## src/design/srq_pkg.sv

```systemverilog
package srq_pkg;

  localparam int unsigned DepthDefault  = 16;
  localparam int unsigned IdBitsDefault = 8;
  localparam int unsigned KeyBitsDefault = 32;

  typedef enum logic [1:0] {
    ACT_APPEND = 2'd0,
    ACT_INSERT = 2'd1,
    ACT_REMOVE = 2'd2
  } srq_action_e;

  typedef enum logic [2:0] {
    ST_OK        = 3'd0,
    ST_INVALID   = 3'd1,
    ST_DUPLICATE = 3'd2,
    ST_EMPTY     = 3'd3,
    ST_FULL      = 3'd4
  } srq_status_e;

  // control broadcast from the top level to every cell
  typedef struct packed {
    logic ordered;
    logic insert;
    logic remove;
  } srq_ctrl_t;

endpackage

```

## src/design/srq_req_if.sv

```systemverilog
interface srq_req_if #(
  parameter int unsigned ID_BITS  = srq_pkg::IdBitsDefault,
  parameter int unsigned KEY_BITS = srq_pkg::KeyBitsDefault
);
  logic                       valid;
  logic                       ready;
  logic [1:0]                 action;
  logic [ID_BITS-1:0]         elem_id;
  logic signed [KEY_BITS-1:0] sort_key;

  modport source (output valid, action, elem_id, sort_key, input ready);
  modport sink   (input valid, action, elem_id, sort_key, output ready);
endinterface

```

## src/design/srq_rsp_if.sv

```systemverilog
interface srq_rsp_if #(
  parameter int unsigned DEPTH    = srq_pkg::DepthDefault,
  parameter int unsigned ID_BITS  = srq_pkg::IdBitsDefault,
  parameter int unsigned KEY_BITS = srq_pkg::KeyBitsDefault
);
  localparam int unsigned LenBits = $clog2(DEPTH + 1);

  logic                       valid;
  logic                       ready;
  logic [2:0]                 status;
  logic [ID_BITS-1:0]         popped_id;
  logic signed [KEY_BITS-1:0] popped_key;
  logic [LenBits-1:0]         queue_length;

  modport source (output valid, status, popped_id, popped_key, queue_length, input ready);
  modport sink   (input valid, status, popped_id, popped_key, queue_length, output ready);
endinterface

```

## src/design/sorted_ready_queue_top.sv

```systemverilog
// Response valid rises in the cycle after request acceptance.
// Throughput: one request per cycle while responses are taken; each cell compares and shifts in parallel,
// the insertion point and duplicate flag ripple along the cell row.
// Request ready drops only while a response is held and not taken.
// Reset (rst_ni low, asynchronous) empties the queue and drops response valid.
module sorted_ready_queue_top #(
  parameter int unsigned DEPTH    = srq_pkg::DepthDefault,
  parameter int unsigned ID_BITS  = srq_pkg::IdBitsDefault,
  parameter int unsigned KEY_BITS = srq_pkg::KeyBitsDefault
) (
  input  logic      clk_i,
  input  logic      rst_ni,
  srq_req_if.sink   req_i,
  srq_rsp_if.source rsp_o
);
  import srq_pkg::*;

  localparam int unsigned LenBits = $clog2(DEPTH + 1);

  srq_ctrl_t                  ctrl;
  logic                       accept;
  logic [LenBits-1:0]         cnt_q, cnt_d;
  logic                       rsp_valid_q;
  srq_status_e                status_d, status_q;
  logic [ID_BITS-1:0]         pop_id_d, pop_id_q;
  logic signed [KEY_BITS-1:0] pop_key_d, pop_key_q;
  logic [LenBits-1:0]         len_q;

  logic                       cell_valid [DEPTH];
  logic [ID_BITS-1:0]         cell_id    [DEPTH];
  logic signed [KEY_BITS-1:0] cell_key   [DEPTH];
  logic [DEPTH:0]             take_chain;
  logic [DEPTH:0]             dup_chain;

  assign take_chain[0] = 1'b0;
  assign dup_chain[0]  = 1'b0;

  for (genvar i = 0; i < DEPTH; i++) begin : g_cell
    logic                       lv, rv;
    logic [ID_BITS-1:0]         lid, rid;
    logic signed [KEY_BITS-1:0] lkey, rkey;

    if (i == 0) begin : g_head
      assign lv   = 1'b0;
      assign lid  = '0;
      assign lkey = '0;
    end else begin : g_mid
      assign lv   = cell_valid[i-1];
      assign lid  = cell_id[i-1];
      assign lkey = cell_key[i-1];
    end

    if (i == DEPTH - 1) begin : g_tail
      assign rv   = 1'b0;
      assign rid  = '0;
      assign rkey = '0;
    end else begin : g_body
      assign rv   = cell_valid[i+1];
      assign rid  = cell_id[i+1];
      assign rkey = cell_key[i+1];
    end

    srq_cell #(
      .ID_BITS (ID_BITS),
      .KEY_BITS(KEY_BITS)
    ) u_cell (
      .clk_i        (clk_i),
      .rst_ni       (rst_ni),
      .ctrl_i       (ctrl),
      .new_id_i     (req_i.elem_id),
      .new_key_i    (req_i.sort_key),
      .left_valid_i (lv),
      .left_id_i    (lid),
      .left_key_i   (lkey),
      .right_valid_i(rv),
      .right_id_i   (rid),
      .right_key_i  (rkey),
      .take_i       (take_chain[i]),
      .dup_i        (dup_chain[i]),
      .take_o       (take_chain[i+1]),
      .dup_o        (dup_chain[i+1]),
      .valid_o      (cell_valid[i]),
      .id_o         (cell_id[i]),
      .key_o        (cell_key[i])
    );
  end

  assign req_i.ready = ~rsp_valid_q | rsp_o.ready;
  assign accept      = req_i.valid & req_i.ready;

  always_comb begin
    ctrl         = '0;
    status_d     = ST_OK;
    pop_id_d     = '0;
    pop_key_d    = '0;
    cnt_d        = cnt_q;
    ctrl.ordered = (req_i.action == ACT_INSERT);
    unique case (req_i.action)
      ACT_APPEND, ACT_INSERT: begin
        if (req_i.elem_id == '0) begin
          status_d = ST_INVALID;
        end else if (dup_chain[DEPTH]) begin
          status_d = ST_DUPLICATE;
        end else if (cnt_q == LenBits'(DEPTH)) begin
          status_d = ST_FULL;
        end else begin
          ctrl.insert = accept;
          cnt_d       = cnt_q + LenBits'(1);
        end
      end
      ACT_REMOVE: begin
        if (cnt_q == '0) begin
          status_d = ST_EMPTY;
        end else begin
          ctrl.remove = accept;
          pop_id_d    = cell_id[0];
          pop_key_d   = cell_key[0];
          cnt_d       = cnt_q - LenBits'(1);
        end
      end
      default: ;
    endcase
  end

  always_ff @(posedge clk_i or negedge rst_ni) begin
    if (!rst_ni) begin
      cnt_q       <= '0;
      rsp_valid_q <= 1'b0;
    end else begin
      if (accept) begin
        cnt_q <= cnt_d;
      end
      if (accept) begin
        rsp_valid_q <= 1'b1;
      end else if (rsp_o.ready) begin
        rsp_valid_q <= 1'b0;
      end
    end
  end

  always_ff @(posedge clk_i) begin
    if (accept) begin
      status_q  <= status_d;
      pop_id_q  <= pop_id_d;
      pop_key_q <= pop_key_d;
      len_q     <= cnt_d;
    end
  end

  assign rsp_o.valid        = rsp_valid_q;
  assign rsp_o.status       = status_q;
  assign rsp_o.popped_id    = pop_id_q;
  assign rsp_o.popped_key   = pop_key_q;
  assign rsp_o.queue_length = len_q;

endmodule

```

## src/design/srq_cell.sv

```systemverilog
module srq_cell #(
  parameter int unsigned ID_BITS  = srq_pkg::IdBitsDefault,
  parameter int unsigned KEY_BITS = srq_pkg::KeyBitsDefault
) (
  input  logic                       clk_i,
  input  logic                       rst_ni,
  input  srq_pkg::srq_ctrl_t         ctrl_i,
  input  logic [ID_BITS-1:0]         new_id_i,
  input  logic signed [KEY_BITS-1:0] new_key_i,
  input  logic                       left_valid_i,
  input  logic [ID_BITS-1:0]         left_id_i,
  input  logic signed [KEY_BITS-1:0] left_key_i,
  input  logic                       right_valid_i,
  input  logic [ID_BITS-1:0]         right_id_i,
  input  logic signed [KEY_BITS-1:0] right_key_i,
  input  logic                       take_i,
  input  logic                       dup_i,
  output logic                       take_o,
  output logic                       dup_o,
  output logic                       valid_o,
  output logic [ID_BITS-1:0]         id_o,
  output logic signed [KEY_BITS-1:0] key_o
);
  import srq_pkg::*;

  logic                       valid_q, valid_d;
  logic [ID_BITS-1:0]         id_q, id_d;
  logic signed [KEY_BITS-1:0] key_q, key_d;
  logic                       here;

  // insertion point: first empty cell, or for an ordered insert the first cell with a strictly greater key
  assign here   = ~valid_q | (ctrl_i.ordered & (new_key_i < key_q));
  assign take_o = take_i | here;
  assign dup_o  = dup_i | (valid_q & (id_q == new_id_i));

  always_comb begin
    valid_d = valid_q;
    id_d    = id_q;
    key_d   = key_q;
    if (ctrl_i.insert) begin
      if (take_i) begin
        valid_d = left_valid_i;
        id_d    = left_id_i;
        key_d   = left_key_i;
      end else if (here) begin
        valid_d = 1'b1;
        id_d    = new_id_i;
        key_d   = new_key_i;
      end
    end else if (ctrl_i.remove) begin
      valid_d = right_valid_i;
      id_d    = right_id_i;
      key_d   = right_key_i;
    end
  end

  always_ff @(posedge clk_i or negedge rst_ni) begin
    if (!rst_ni) begin
      valid_q <= 1'b0;
    end else begin
      valid_q <= valid_d;
    end
  end

  always_ff @(posedge clk_i) begin
    id_q  <= id_d;
    key_q <= key_d;
  end

  assign valid_o = valid_q;
  assign id_o    = id_q;
  assign key_o   = key_q;

endmodule

```

## src/flat_wrapper.sv

```systemverilog
// flat-port wrapper written by rule: the top's interface ports become plain ports
module sorted_ready_queue_top_flat import srq_pkg::*;
#(
  parameter int unsigned DEPTH    = srq_pkg::DepthDefault,
  parameter int unsigned ID_BITS  = srq_pkg::IdBitsDefault,
  parameter int unsigned KEY_BITS = srq_pkg::KeyBitsDefault
)
  (clk_i, rst_ni, req_i_valid, req_i_action, req_i_elem_id, req_i_sort_key, req_i_ready, rsp_o_valid, rsp_o_status, rsp_o_popped_id, rsp_o_popped_key, rsp_o_queue_length, rsp_o_ready);
  srq_req_if #(.ID_BITS(ID_BITS), .KEY_BITS(KEY_BITS)) req_i_i ();
  srq_rsp_if #(.DEPTH(DEPTH), .ID_BITS(ID_BITS), .KEY_BITS(KEY_BITS)) rsp_o_i ();
  input  logic clk_i;
  input  logic rst_ni;
  input wire logic [$bits(req_i_i.valid)-1:0] req_i_valid;
  input wire logic [$bits(req_i_i.action)-1:0] req_i_action;
  input wire logic [$bits(req_i_i.elem_id)-1:0] req_i_elem_id;
  input wire logic [$bits(req_i_i.sort_key)-1:0] req_i_sort_key;
  output wire logic [$bits(req_i_i.ready)-1:0] req_i_ready;
  output wire logic [$bits(rsp_o_i.valid)-1:0] rsp_o_valid;
  output wire logic [$bits(rsp_o_i.status)-1:0] rsp_o_status;
  output wire logic [$bits(rsp_o_i.popped_id)-1:0] rsp_o_popped_id;
  output wire logic [$bits(rsp_o_i.popped_key)-1:0] rsp_o_popped_key;
  output wire logic [$bits(rsp_o_i.queue_length)-1:0] rsp_o_queue_length;
  input wire logic [$bits(rsp_o_i.ready)-1:0] rsp_o_ready;
  assign req_i_i.valid = req_i_valid;
  assign req_i_i.action = req_i_action;
  assign req_i_i.elem_id = req_i_elem_id;
  assign req_i_i.sort_key = req_i_sort_key;
  assign req_i_ready = req_i_i.ready;
  assign rsp_o_valid = rsp_o_i.valid;
  assign rsp_o_status = rsp_o_i.status;
  assign rsp_o_popped_id = rsp_o_i.popped_id;
  assign rsp_o_popped_key = rsp_o_i.popped_key;
  assign rsp_o_queue_length = rsp_o_i.queue_length;
  assign rsp_o_i.ready = rsp_o_ready;
  sorted_ready_queue_top #(.DEPTH(DEPTH), .ID_BITS(ID_BITS), .KEY_BITS(KEY_BITS)) u_core (.clk_i(clk_i), .rst_ni(rst_ni), .req_i(req_i_i), .rsp_o(rsp_o_i));
endmodule
```

## config.mk

```make
export PLATFORM = sky130hd
export DESIGN_NAME = sorted_ready_queue_top_flat
export DESIGN_NICKNAME = d
export VERILOG_FILES = /design/src/design/srq_pkg.sv /design/src/design/srq_req_if.sv /design/src/design/srq_rsp_if.sv /design/src/design/sorted_ready_queue_top.sv /design/src/design/srq_cell.sv /design/src/flat_wrapper.sv
export SDC_FILE = /design/constraint.sdc
export NUM_CORES = 2
export LEC_CHECK = 0
export BUFFER_PORTS_ARGS = -buffer_cell sky130_fd_sc_hd__buf_2
export CAP_MARGIN = 0
export CORE_UTILIZATION = 28
export CTS_CLUSTER_SIZE = 14
export DETAILED_ROUTE_END_ITERATION = 6
export PLACE_DENSITY_LB_ADDON = 0.12
export SLEW_MARGIN = 20
export SYNTH_ARGS = -nofsm -noshare
export SYNTH_HDL_FRONTEND = slang
export SYNTH_SLANG_ARGS = --single-unit
```

## constraint.sdc

```tcl
create_clock -name clk_i -period 6.72 [get_ports clk_i]
set_input_delay 0.336 -clock clk_i [delete_from_list [all_inputs] [get_ports clk_i]]
set_output_delay 0.336 -clock clk_i [all_outputs]
set_load 0.05 [all_outputs]
```

==> implementation parameters <==
Parameter                              Value

Run status
  Status ... complete, no violations

Floorplanning
  Die area ... 177000 um2
  Row count ... 153
  Effective utilization at floorplan ... 0.282
  Boundary pin count ... 96
  Die extent in y ... 420 um
  Area of the placeable core ... 174000 um2
  Die span in x ... 420 um

Cells and area
  Total Nets Final ... 5670
  Layout area overhead ... 12.6%
  Commonest non-fill, non-tap cell in the layout ... sky130_fd_sc_hd__edfxtp_1
  Highest-count cells in the layout ignoring fill and taps ... sky130_fd_sc_hd__edfxtp_1, sky130_fd_sc_hd__nand2_1, sky130_fd_sc_hd__inv_1
  Fraction of layout instances using a drive strength above 1 ... 0.0791

STA
  Slew at the pin closest to its max-slew limit ... 1.21 ns
  Crit path time final ... 5.16 ns
  Post-route setup TNS ... 0 ns
  Highest clock frequency the design can meet ... 194 MHz
  Setup violations, final ... 0
  Count of final max-slew check failures ... 0
  Setup repair after global routing missed its margin ... no
  Worst clock skew on the final layout ... 0.0331 ns
  Remaining max-slew budget at the tightest pin ... 0.184
  Final worst-path cycle share ... 0.768
  Hold Fails Final Rpt ... 0

Route
  Detailed-route via count ... 39005
  WL/cell ... 22.7 um
  Topmost layer with routed signal wires ... met5
  First DRT Iteration DRCs ... 2861
  Total length of routed met3 wires ... 7000 um
  DRC ... 0
  DRT Pass-1 Iters ... 7
  Met1 WL ... 86800 um
  Antenna Violating Nets Remaining ... 0
  Post-Route WL ... 171000 um
  Post-DR vias/cell ... 5.18
  Routed wire length on met2 ... 73000 um

GRT
  Overflow left after global routing ... 0
  Antenna violations before repair ... 13
  First-pass GRT wire length ... 255000 um
  Combined global-route utilization of all metal layers ... 0.190
  Largest net degree at the start of global routing ... 219
  Via count of the first global-routing pass ... 38533

Synthesis
  Post-Synthesis Cell Area ... 49000 um2
  Flip-flop and latch count after synthesis ... 710
  Proportion of register bits with asynchronous set or reset after synthesis ... 0.0310
  Post-synth cell types ... 78
  Area share of the leading cell type in the synthesized netlist ... 0.421
  Total number of yosys warnings ... 0
  Sequential cell area fraction in the yosys report ... 0.433
  Post-Syn Instances ... 5158
  Commonest register cell after synthesis ... sky130_fd_sc_hd__edfxtp_1
  Post-synth EDFFs ... 688
  Top post-synthesis cells by area ... sky130_fd_sc_hd__edfxtp_1, sky130_fd_sc_hd__ha_1, sky130_fd_sc_hd__nand2_1
  Most area-hungry cell type in the Yosys netlist ... sky130_fd_sc_hd__edfxtp_1
  Average instance area after synthesis ... 9.51 um2
  Synth Net Count ... 5702

Clocking
  Buffer levels on the longest clock path ... 3
  Number of gates given a new drive strength after cts ... 0
  Clock transition time at the flip-flop clock pins of the worst setup and hold paths ... 0.06 ns
  Clk Tree Root Cell ... sky130_fd_sc_hd__clkbuf_16
  Clk sink count ... 710
  Insertion delay of the later-clocked pin in the worst-skew pair ... 0.71 ns
  TritonCTS buffer count ... 91
  TritonCTS clock tree ... yes
  Htree depth ... 3

Pwr
  Power density over the cells ... 294 nW/um2
  Leakage component of the power ... 0.0231 uW
  Worst voltage drop across the vdd grid ... 0.193 mV
  Post-layout total power ... 16200 uW

Hold path
  Worst Hold Class ... primary input to flip-flop

Worst setup path
  Critical path start-end classification ... flip-flop to flip-flop
  Startpoint class of the critical path ... flip-flop
  Crit end category ... flip-flop
  Maximum fanout along the worst path ... 33
  Required arrival time at the worst endpoint ... 7.15 ns
  Arrival time at the worst endpoint ... 5.59 ns

Place
  Detailed-placement wirelength estimate ... 126000 um
  Final GP Congestion ... 0.842
  Buffers added on ports ... 95

Flow run
  Max-cap violations ... 0
-- registers in the layout, indices dropped and copies added, names as in the netlist --
signal / flops
u_core.g_cell.u_cell.key_o: 512
u_core.g_cell.u_cell.id_o: 128
u_core.rsp_o.popped_key: 32
u_core.g_cell.u_cell.valid_o: 16
u_core.rsp_o.popped_id: 8
u_core.cnt_q: 5
u_core.rsp_o.queue_length: 5
u_core.rsp_o.status: 3
u_core.rsp_o.valid: 1
-- where the power goes --
group	leakage [uW]	switching (uW)	internal (uW)
Combinational	0.0151	3490	1640
Sequential	0.00670	537	5740
Clock	0.00138	2060	2760
Total	0.0231	6090	10100
-- through the flow --
step	instances	worst slack (ns)	instance area [um2]	utilization	hold WS, ns
detailed placement	7354	1.09	52300	0.301	0.454
global placement	7354	1.09	52300	0.301	0.451
floorplan	5158	0.579	49000	-	0.0404
CTS	7518	1.32	55200	0.317	0.00691
finish	7528	1.56	55200	0.318	0.0613
global route	7521	1.29	55200	0.317	0.0612
-- cells by family after synthesis --
| kind of cell | count (synthesis) | synth area share |
|---|---|---|
| AOI/OAI and AO/OA | 1338 | 0.177 |
| xor gates and xnor gates | 131 | 0.0234 |
| adders and majority gates | 498 | 0.127 |
| buffers and inverters | 879 | 0.0699 |
| DFF | 710 | 0.433 |
| muxes | 229 | 0.0469 |
| and+or+nand+nor | 1373 | 0.123 |
-- worst max-delay path, stage by stage, from the launching register on --
cell,delay (ns)
sky130_fd_sc_hd__edfxtp_1,0.43
sky130_fd_sc_hd__inv_1,0.07
sky130_fd_sc_hd__ha_1,0.30
sky130_fd_sc_hd__nand2_1,0.09
sky130_fd_sc_hd__nor3_1,0.44
sky130_fd_sc_hd__or4b_1,0.59
sky130_fd_sc_hd__a31oi_1,0.30
sky130_fd_sc_hd__or3_1,0.16
sky130_fd_sc_hd__nand3_1,0.16
sky130_fd_sc_hd__or2_2,0.39
sky130_fd_sc_hd__or3_1,0.40
sky130_fd_sc_hd__a2111o_2,0.59
sky130_fd_sc_hd__a21o_2,0.60
sky130_fd_sc_hd__buf_4,0.34
-- layout make-up --
class	count	area (um2)
Timing Repair Buffer	233	1690
Inverter	521	1960
Sequential cell	710	21200
Multi-Input combinational cell	3569	24600
Antenna cell	9	22.5
Tap cell	2325	2910
Fill cell	18247	119000
Clock buffer	120	2520
Clock inverter	41	300
-- routing by layer --
metal | up-vias | global-route usage
met2 | 867 | 0.287
met5 | - | 0
met4 | 4 | 0.0528
met1 | 19041 | 0.284
li1 | 18912 | -
met3 | 181 | 0.0206
-- timing repair --
action,CTS,global route
setup buffers,0,0
hold buffers,3,0
hold endpoints to repair,23,0
-- synthesized netlist by cell type (all sizes together) (7+ instances only) --
library cell and instances:
o31ai 46, and3 8, dfrtp 22, nand4 94
a211oi 27, a221oi 9, o22ai 10, ha 498
nor2b 7, nand2b 17, o311ai 34, nand2 691
clkbuf 283, xnor2 25, nor4 27, or3 8
o221ai 95, o21a 17, a21oi 225, nor3 42
inv 520, a21o 57, a22oi 64, a211o 8
o2111ai 8, o211ai 85, and2 14, buf 75
and4 9, a31oi 107, nor2 269, a41oi 77
xor2 106, nand3 157, a2111oi 14, edfxtp 688
o21ai 418, mux2i 225
-- path summary, 6_finish.rpt --
check	start	end	slack, ns	cells past startpoint
min in group asynchronous	rst_ni	u_core.rsp_o.valid	0.26	2
max in group asynchronous	rst_ni	u_core.g_cell[8].u_cell.valid_o	5.93	2
hold reg to reg	u_core.g_cell[14].u_cell.valid_o	u_core.g_cell[15].u_cell.valid_o	0.53	2
setup / recovery	u_core.g_cell[6].u_cell.key_o[15]	u_core.g_cell[14].u_cell.id_o[5]	1.56	13
hold / removal	req_i_action[1]	u_core.rsp_o.status[0]	0.06	2
setup reg to reg	u_core.g_cell[6].u_cell.key_o[15]	u_core.g_cell[14].u_cell.id_o[5]	1.56	13
Note: power is estimated with default switching activity, not from simulation.
